===== src/design/mtfs_pkg.sv =====
// Shared types and constants for the move-to-front search table.
// No dependencies; every other design file but mtfs_prio refers to this package by scoped names.
package mtfs_pkg;

   localparam int TABLE_DEPTH = 64;
   localparam int KEY_W       = 32;
   localparam int POS_W       = 6;
   localparam int HITS_W      = 32;

   localparam logic MODE_LOAD  = 1'b0;
   localparam logic MODE_QUERY = 1'b1;

   // per-cell control from the sequencer
   typedef struct packed {
      logic cmp;      // compare against the incoming key this cycle
      logic active;   // entry lies below the fill count
      logic write;    // load the pending key into this cell
      logic shift;    // take the neighbor's key (move-to-front)
   } cell_ctrl_type;

endpackage


===== src/design/mtfs_req_if.sv =====
// Request channel: load or query words into the search table.
// Depends on mtfs_pkg for the key width.
interface mtfs_req_if;
   logic                              valid;
   logic                              ready;
   logic                              mode;
   logic signed [mtfs_pkg::KEY_W-1:0] key_value;

   modport source (output valid, mode, key_value, input ready);
   modport sink   (input valid, mode, key_value, output ready);
endinterface


===== src/design/mtfs_rsp_if.sv =====
// Response channel: one result word per request word.
// Depends on mtfs_pkg for field widths.
interface mtfs_rsp_if;
   logic                               valid;
   logic                               ready;
   logic                               found;
   logic [mtfs_pkg::POS_W-1:0]         position;
   logic [mtfs_pkg::HITS_W-1:0]        hit_count;
   logic                               load_rejected;

   modport source (output valid, found, position, hit_count, load_rejected, input ready);
   modport sink   (input valid, found, position, hit_count, load_rejected, output ready);
endinterface


===== src/design/mtfs_cell.sv =====
// One table cell: holds a key, compares it, and loads or shifts from its neighbor.
// Depends on mtfs_pkg (cell_ctrl_type, KEY_W).
module mtfs_cell (
   input  logic                          clock,
   input  logic                          reset,
   input  mtfs_pkg::cell_ctrl_type       ctrl,
   input  logic [mtfs_pkg::KEY_W-1:0]    cmp_key,
   input  logic [mtfs_pkg::KEY_W-1:0]    load_key,
   input  logic [mtfs_pkg::KEY_W-1:0]    prev_key,
   output logic [mtfs_pkg::KEY_W-1:0]    entry,
   output logic                          match
);

   logic [mtfs_pkg::KEY_W-1:0] entry_ff;
   logic                       match_ff;
   logic                       match_in;

   assign match_in = ctrl.cmp && ctrl.active && (entry_ff == cmp_key);

   always_ff @(posedge clock) begin
      if (reset) begin
         match_ff <= 1'b0;
      end else begin
         match_ff <= match_in;
      end
   end

   // entry payload: no reset, only cells below the fill count are ever compared
   always_ff @(posedge clock) begin
      if (ctrl.write) begin
         entry_ff <= load_key;
      end else if (ctrl.shift) begin
         entry_ff <= prev_key;
      end
   end

   assign entry = entry_ff;
   assign match = match_ff;

endmodule


===== src/design/mtfs_prio.sv =====
// First-hit resolution over the cells' match bits: hit flag, position, shift mask.
// Depends on nothing but its parameter.
module mtfs_prio #(
   parameter int DEPTH = 64
) (
   input  logic [DEPTH-1:0]                              match,
   output logic                                          hit,
   output logic [((DEPTH > 1) ? $clog2(DEPTH) : 1)-1:0]  position,
   output logic [DEPTH-1:0]                              upto_mask
);

   localparam int IDX_W = (DEPTH > 1) ? $clog2(DEPTH) : 1;

   logic [DEPTH-1:0] first_oh;
   logic [IDX_W-1:0] pos_acc;

   // isolate lowest set bit, then mask every cell at or below it
   assign first_oh  = match & (~match + DEPTH'(1));
   assign upto_mask = first_oh | (first_oh - DEPTH'(1));
   assign hit       = |match;

   always_comb begin
      pos_acc = '0;
      for (int i = 0; i < DEPTH; i++) begin
         if (first_oh[i]) begin
            pos_acc = pos_acc | IDX_W'(i);
         end
      end
   end

   assign position = pos_acc;

endmodule


===== src/design/move_to_front_search_table_top.sv =====
// Move-to-front search table. Accepting a query word registers the key and a
// compare of it against every held cell; then, from the busy state, the table
// resolves the first hit and, on a hit, shifts the cells in front of it back by
// one and puts the key in cell 0, and writes the result word to the output
// register. A request is taken once no word is in flight and that register is
// empty or being drained in the same cycle, so not before the last result is
// written. Loads append at the fill count; cells need no clearing after reset.
// Depends on mtfs_pkg, mtfs_req_if, mtfs_rsp_if, mtfs_cell, mtfs_prio.
module move_to_front_search_table_top #(
   parameter int TABLE_DEPTH = mtfs_pkg::TABLE_DEPTH
) (
   input  logic        clock,
   input  logic        reset,
   mtfs_req_if.sink    req_bus,
   mtfs_rsp_if.source  rsp_bus
);

   localparam int IDX_W = (TABLE_DEPTH > 1) ? $clog2(TABLE_DEPTH) : 1;
   localparam int CNT_W = $clog2(TABLE_DEPTH + 1);

   logic                              busy_ff;
   logic                              mode_ff;
   logic [mtfs_pkg::KEY_W-1:0]        key_ff;
   logic [CNT_W-1:0]                  count_ff;
   logic [mtfs_pkg::HITS_W-1:0]       hits_ff;
   logic                              rsp_valid_ff;
   logic                              found_ff;
   logic [mtfs_pkg::POS_W-1:0]        position_ff;
   logic [mtfs_pkg::HITS_W-1:0]       hit_count_ff;
   logic                              rejected_ff;

   logic                              req_take;
   logic                              cmp_go;
   logic                              full;
   logic                              do_load;
   logic                              do_query;
   logic [mtfs_pkg::HITS_W-1:0]       hits_in;

   logic [TABLE_DEPTH-1:0]            match_vec;
   logic [TABLE_DEPTH-1:0]            upto_mask;
   logic                              hit;
   logic [IDX_W-1:0]                  hit_pos;
   logic [mtfs_pkg::KEY_W-1:0]        entries [TABLE_DEPTH];

   assign req_bus.ready = !busy_ff && (!rsp_valid_ff || rsp_bus.ready);
   assign req_take      = req_bus.valid && req_bus.ready;
   assign cmp_go        = req_take && (req_bus.mode == mtfs_pkg::MODE_QUERY);
   assign full          = (count_ff == CNT_W'(TABLE_DEPTH));
   assign do_load       = busy_ff && (mode_ff == mtfs_pkg::MODE_LOAD);
   assign do_query      = busy_ff && (mode_ff == mtfs_pkg::MODE_QUERY);
   assign hits_in       = hits_ff + mtfs_pkg::HITS_W'(do_query && hit);

   for (genvar i = 0; i < TABLE_DEPTH; i++) begin : g_cell
      mtfs_pkg::cell_ctrl_type    ctrl;
      logic [mtfs_pkg::KEY_W-1:0] prev_key;

      assign ctrl.cmp    = cmp_go;
      assign ctrl.active = (count_ff > CNT_W'(i));
      assign ctrl.write  = do_load && (count_ff == CNT_W'(i));
      assign ctrl.shift  = do_query && hit && upto_mask[i];

      if (i == 0) begin : g_head
         assign prev_key = key_ff;   // hit key lands at the front
      end else begin : g_body
         assign prev_key = entries[i-1];
      end

      mtfs_cell u_cell (
         .clock    (clock),
         .reset    (reset),
         .ctrl     (ctrl),
         .cmp_key  (req_bus.key_value),
         .load_key (key_ff),
         .prev_key (prev_key),
         .entry    (entries[i]),
         .match    (match_vec[i])
      );
   end

   mtfs_prio #(
      .DEPTH (TABLE_DEPTH)
   ) u_prio (
      .match     (match_vec),
      .hit       (hit),
      .position  (hit_pos),
      .upto_mask (upto_mask)
   );

   always_ff @(posedge clock) begin
      if (reset) begin
         busy_ff      <= 1'b0;
         count_ff     <= '0;
         hits_ff      <= '0;
         rsp_valid_ff <= 1'b0;
      end else begin
         if (req_take) begin
            busy_ff <= 1'b1;
         end else if (busy_ff) begin
            busy_ff <= 1'b0;
         end
         if (do_load && !full) begin
            count_ff <= count_ff + CNT_W'(1);
         end
         hits_ff <= hits_in;
         if (busy_ff) begin
            rsp_valid_ff <= 1'b1;
         end else if (rsp_bus.ready) begin
            rsp_valid_ff <= 1'b0;
         end
      end
   end

   always_ff @(posedge clock) begin
      if (req_take) begin
         mode_ff <= req_bus.mode;
         key_ff  <= req_bus.key_value;
      end
      if (busy_ff) begin
         found_ff     <= do_query && hit;
         position_ff  <= (do_query && hit) ? mtfs_pkg::POS_W'(hit_pos) : '0;
         hit_count_ff <= hits_in;
         rejected_ff  <= do_load && full;
      end
   end

   assign rsp_bus.valid         = rsp_valid_ff;
   assign rsp_bus.found         = found_ff;
   assign rsp_bus.position      = position_ff;
   assign rsp_bus.hit_count     = hit_count_ff;
   assign rsp_bus.load_rejected = rejected_ff;

endmodule


===== src/flat_wrapper.sv =====
// flat-port wrapper written by rule: the top's interface ports become plain ports
module move_to_front_search_table_top_flat 
#(
   parameter int TABLE_DEPTH = mtfs_pkg::TABLE_DEPTH
)
  (clock, reset, req_bus_valid, req_bus_mode, req_bus_key_value, req_bus_ready, rsp_bus_valid, rsp_bus_found, rsp_bus_position, rsp_bus_hit_count, rsp_bus_load_rejected, rsp_bus_ready);
  mtfs_req_if req_bus_i ();
  mtfs_rsp_if rsp_bus_i ();
  input  logic clock;
  input  logic reset;
  input wire logic [$bits(req_bus_i.valid)-1:0] req_bus_valid;
  input wire logic [$bits(req_bus_i.mode)-1:0] req_bus_mode;
  input wire logic [$bits(req_bus_i.key_value)-1:0] req_bus_key_value;
  output wire logic [$bits(req_bus_i.ready)-1:0] req_bus_ready;
  output wire logic [$bits(rsp_bus_i.valid)-1:0] rsp_bus_valid;
  output wire logic [$bits(rsp_bus_i.found)-1:0] rsp_bus_found;
  output wire logic [$bits(rsp_bus_i.position)-1:0] rsp_bus_position;
  output wire logic [$bits(rsp_bus_i.hit_count)-1:0] rsp_bus_hit_count;
  output wire logic [$bits(rsp_bus_i.load_rejected)-1:0] rsp_bus_load_rejected;
  input wire logic [$bits(rsp_bus_i.ready)-1:0] rsp_bus_ready;
  assign req_bus_i.valid = req_bus_valid;
  assign req_bus_i.mode = req_bus_mode;
  assign req_bus_i.key_value = req_bus_key_value;
  assign req_bus_ready = req_bus_i.ready;
  assign rsp_bus_valid = rsp_bus_i.valid;
  assign rsp_bus_found = rsp_bus_i.found;
  assign rsp_bus_position = rsp_bus_i.position;
  assign rsp_bus_hit_count = rsp_bus_i.hit_count;
  assign rsp_bus_load_rejected = rsp_bus_i.load_rejected;
  assign rsp_bus_i.ready = rsp_bus_ready;
  move_to_front_search_table_top #(.TABLE_DEPTH(TABLE_DEPTH)) u_core (.clock(clock), .reset(reset), .req_bus(req_bus_i), .rsp_bus(rsp_bus_i));
endmodule

===== config.mk =====
export PLATFORM = sky130hd
export DESIGN_NAME = move_to_front_search_table_top_flat
export DESIGN_NICKNAME = d
export VERILOG_FILES = /design/src/design/mtfs_pkg.sv /design/src/design/mtfs_req_if.sv /design/src/design/mtfs_rsp_if.sv /design/src/design/mtfs_cell.sv /design/src/design/mtfs_prio.sv /design/src/design/move_to_front_search_table_top.sv /design/src/flat_wrapper.sv
export SDC_FILE = /design/constraint.sdc
export NUM_CORES = 2
export LEC_CHECK = 0
export BUFFER_PORTS_ARGS = -buffer_cell sky130_fd_sc_hd__buf_2
export CORE_MARGIN = 4
export CORE_UTILIZATION = 40
export DETAILED_ROUTE_END_ITERATION = 6
export HOLD_SLACK_MARGIN = 0.15
export PLACE_DENSITY = 0.56
export SYNTH_ARGS = -nofsm -noshare
export SYNTH_HDL_FRONTEND = slang
export SYNTH_SLANG_ARGS = --single-unit

===== constraint.sdc =====
create_clock -name clock -period 17.35 [get_ports clock]
set_clock_uncertainty 0.2 [all_clocks]
set_input_delay 1.735 -clock clock [delete_from_list [all_inputs] [get_ports clock]]
set_output_delay 1.735 -clock clock [all_outputs]
set_load 0.005 [all_outputs]

==> summary.txt <==
CTS
  • Htree depth: 5
  • # clock sinks: 2226
  • Clock Root Buffer: clkbuf_16
  • CTS tree: yes
  • Post-CTS resize count: 0
  • Number of buffers created by CTS: 267
  • Skew-Pair Late Insertion Delay: just over 900 ps
  • Total setup buffers inserted after CTS: 0
  • Post-CTS Hold Fix Bufs: 0
  • CTS clk-pin slew, worst paths: around 60 ps
  • CTS max path bufs: 4

Die
  • Die Area: 304000 um2
  • Starting density of the core: 0.402
  • Core footprint: about 290000 um2
  • # rows: 199
  • Die Y-Extent: 551 um
  • Ports: between 70 and 80
  • Die X-Extent: ~550 um

Power
  • Tot Pwr: 12.1 mW
  • Worst VDD drop: 0.0000695 V
  • Leak: 42.9 nW
  • Pwr/cell area: between 90 and 100 nW/um2

Placed design
  • Post-place setup slack: approximately 11000 ps
  • Port Buf Inserts: 78
  • Placed instance count: roughly 12000
  • GP Congestion: approximately 1
  • Hpwl dp: slightly above 300000 um

Setup path
  • CP startpoint kind: register
  • Crit path DAT: around 6500 ps
  • CP required: 17910 ps
  • Worst path max stage delay: around 1200 ps
  • Worst path cell trace: nor4_1 -> and4_1 -> buf_4 -> nand3_1 -> o311ai_4 -> buf_4 -> inv_1 -> buf_4 -> ha_1 -> ha_1 -> nand4_1 -> nor2_1 -> nand2_1 -> nor2_1 -> and2_1 -> xor2_1 -> nor2b_1
  • Most Frequent Cell on Critical Path: buf_4
  • Max FO, Critical Path: 17
  • Crit end category: register
  • Slowest CP cell: nor4_1
  • Worst reg2reg path depth: 17
  • CP Class: register to register

Cells and area
  • Final nets: roughly 8500
  • Share of cells above drive strength 1: 0.329
  • Filler instances: 26200
  • Post-route insts no fill: ~13000
  • Area Overhead vs Synth: 11.9%

Yosys
  • Synth top area share: 0.540
  • Number of enable flip-flop cells after synthesis: approximately 2100
  • Asr flop ratio synth: 0
  • Flops & latches, synth: 2226
  • Largest area contributor in the netlist: edfxtp_1
  • Mean Syn Cell Area: approximately 14 um2
  • Most frequent cell after synthesis: edfxtp_1
  • Post-Syn Instances: 8494
  • Post-Syn Area: between 100000 and 150000 um2
  • Mapped Nets: 8536
  • Top cells by instance count after synthesis: edfxtp_1, mux2_2, xor2_1
  • Sequential share of the synthesized area: 0.558
  • Top FF cell, synth: edfxtp_1
  • Netlist cell types: 86
  • YS warnings: 0
  • Dominant cells by area after synthesis: edfxtp_1, mux2_2, xor2_1, xnor2_1, nor4_1

Timing
  • Count of final setup violators: 0
  • Period utilisation layout: 0.341
  • RSZ-0062 raised after global routing: false
  • Final Worst Setup Slack: roughly 11000 ps
  • Final Max Tran Viols: 0
  • Slew margin rel.: 0.0751
  • Fin crit period: about 5900 ps
  • Final Hold Vio Count: 0
  • F_max: 0.169 GHz
  • Worst Tran Pin Value: ~1400 ps
  • Setup_tns: 0 ps

Route
  • Drt first pass iters: 6
  • Vias/cell: just over 6
  • Drt wl/cell: 36.9 um
  • Post-Route WL: between 400000 and 500000 um
  • Initial DRC count: between 9000 and 10000
  • DRT antenna net count: 0
  • DRC: 0
  • Vias: roughly 76000

Global route
  • Global route total overflow: 0
  • Initial antenna violation count: 47
  • GRT Total Usage: 0.297
  • Global-route wire length before repair: ~640000 um
  • Number of global-route vias before repair: 76400
  • Largest net degree at the start of global routing: 65

Min path
  • Hold Crit Depth: 1
  • Hold Crit Class: register to register

Outcome
  • Status: finished clean

Job
  • # Max-Cap Violations: 0
## layer usage
layer	global-route usage	wire, um	vias to the layer above
met3	0.0547	37400	970
li1	-	-	31400
met2	0.484	217000	3991
met1	0.392	188000	40000
met5	0	145	-
met4	0.120	22200	22
## flip-flops by register name, indices dropped and copies added, names as in the netlist
register and count:
u_core.count_ff 7, u_core.rsp_bus.found 1, u_core.hits_ff 32, u_core.rsp_bus.hit_count 32, u_core.g_cell.prev_key 32, u_core.rsp_bus.valid 1
u_core.rsp_bus.position 6, u_core.busy_ff 1, u_core.g_cell.u_cell.entry 2048, u_core.mode_ff 1, u_core.g_cell.u_cell.match 64, u_core.rsp_bus.load_rejected 1
## kinds of logic (layout without fill, tap and decap cells)
family | Yosys count | count (layout) | share of synthesized area
DFF | 2226 | 2226 | 0.558
AOI/OAI and AO/OA | 248 | 248 | 0.0145
buffers and inverters | 738 | 883 | 0.0238
other | 0 | 10 | 0
xor gates and xnor gates | 2060 | 2060 | 0.153
muxes | 2008 | 2008 | 0.192
adders and majority gates | 5 | 5 | 0.000530
and+or+nand+nor | 1209 | 1209 | 0.0588
## worst max-delay path: cells and delay by family (launching register included)
family	cells	cell delay, ps
and+or+nand+nor	9	2620
buffers and inverters	4	1190
AOI/OAI and AO/OA	1	710
adders and majority gates	2	490
DFF	1	390
xor gates and xnor gates	1	140
## where the power goes
group	internal, mW	switching (mW)
Combinational	0.169	0.565
Clock	3.18	2.40
Sequential	5.81	0.0157
Total	9.16	2.98
## worst paths after layout
kind / startpoint / slack [ps] / endpoint
worst min-delay path: u_core.hits_ff[0]$_SDFF_PP0_ / 340 / u_core.rsp_bus.hit_count[0]$_DFFE_PP_
worst max register to register: u_core.g_cell[1].u_cell.match$_SDFF_PP0_ / 11430 / u_core.hits_ff[20]$_SDFF_PP0_
worst max-delay path: u_core.g_cell[1].u_cell.match$_SDFF_PP0_ / 11430 / u_core.hits_ff[20]$_SDFF_PP0_
worst min register to register: u_core.hits_ff[0]$_SDFF_PP0_ / 340 / u_core.rsp_bus.hit_count[0]$_DFFE_PP_
## per-stage QoR
| step | util | area (um2) | hold WS, ps |
|---|---|---|---|
| floorplan | - | 118000 | 224 |
| finish | 0.450 | 132000 | 343 |
| global placement | 0.420 | 124000 | 316 |
| CTS | 0.449 | 132000 | 347 |
| global route | 0.449 | 132000 | 370 |
| detailed placement | 0.420 | 124000 | 331 |
## area by class of cell
type	instances	area [um2]	area share
antenna	10	25.0	0.000189
clock inverter	128	1170	0.00890
inverter	42	158	0.00119
tap	3919	4900	0.0371
timing repair buffer	362	2790	0.0211
clock buffer	351	7310	0.0553
sequential	2226	65800	0.498
multi-input combinational	5530	49900	0.378
## placed cells by master (no fill, tap or decap), types with 40 or more instances in the layout
master        n
a21oi_1      43
buf_2        46
buf_4       279
clkbuf_1     61
clkbuf_16   274
clkinv_1     47
dfxtp_1     103
edfxtp_1   2121
inv_1        41
mux2_2     2008
nand2_1     129
nand3_1      57
nand4_1     301
nor2_1       97
nor2b_1      40
nor3_1       43
nor4_1      393
xnor2_1     927
xor2_1     1133
(Power assumes the default switching activity.)
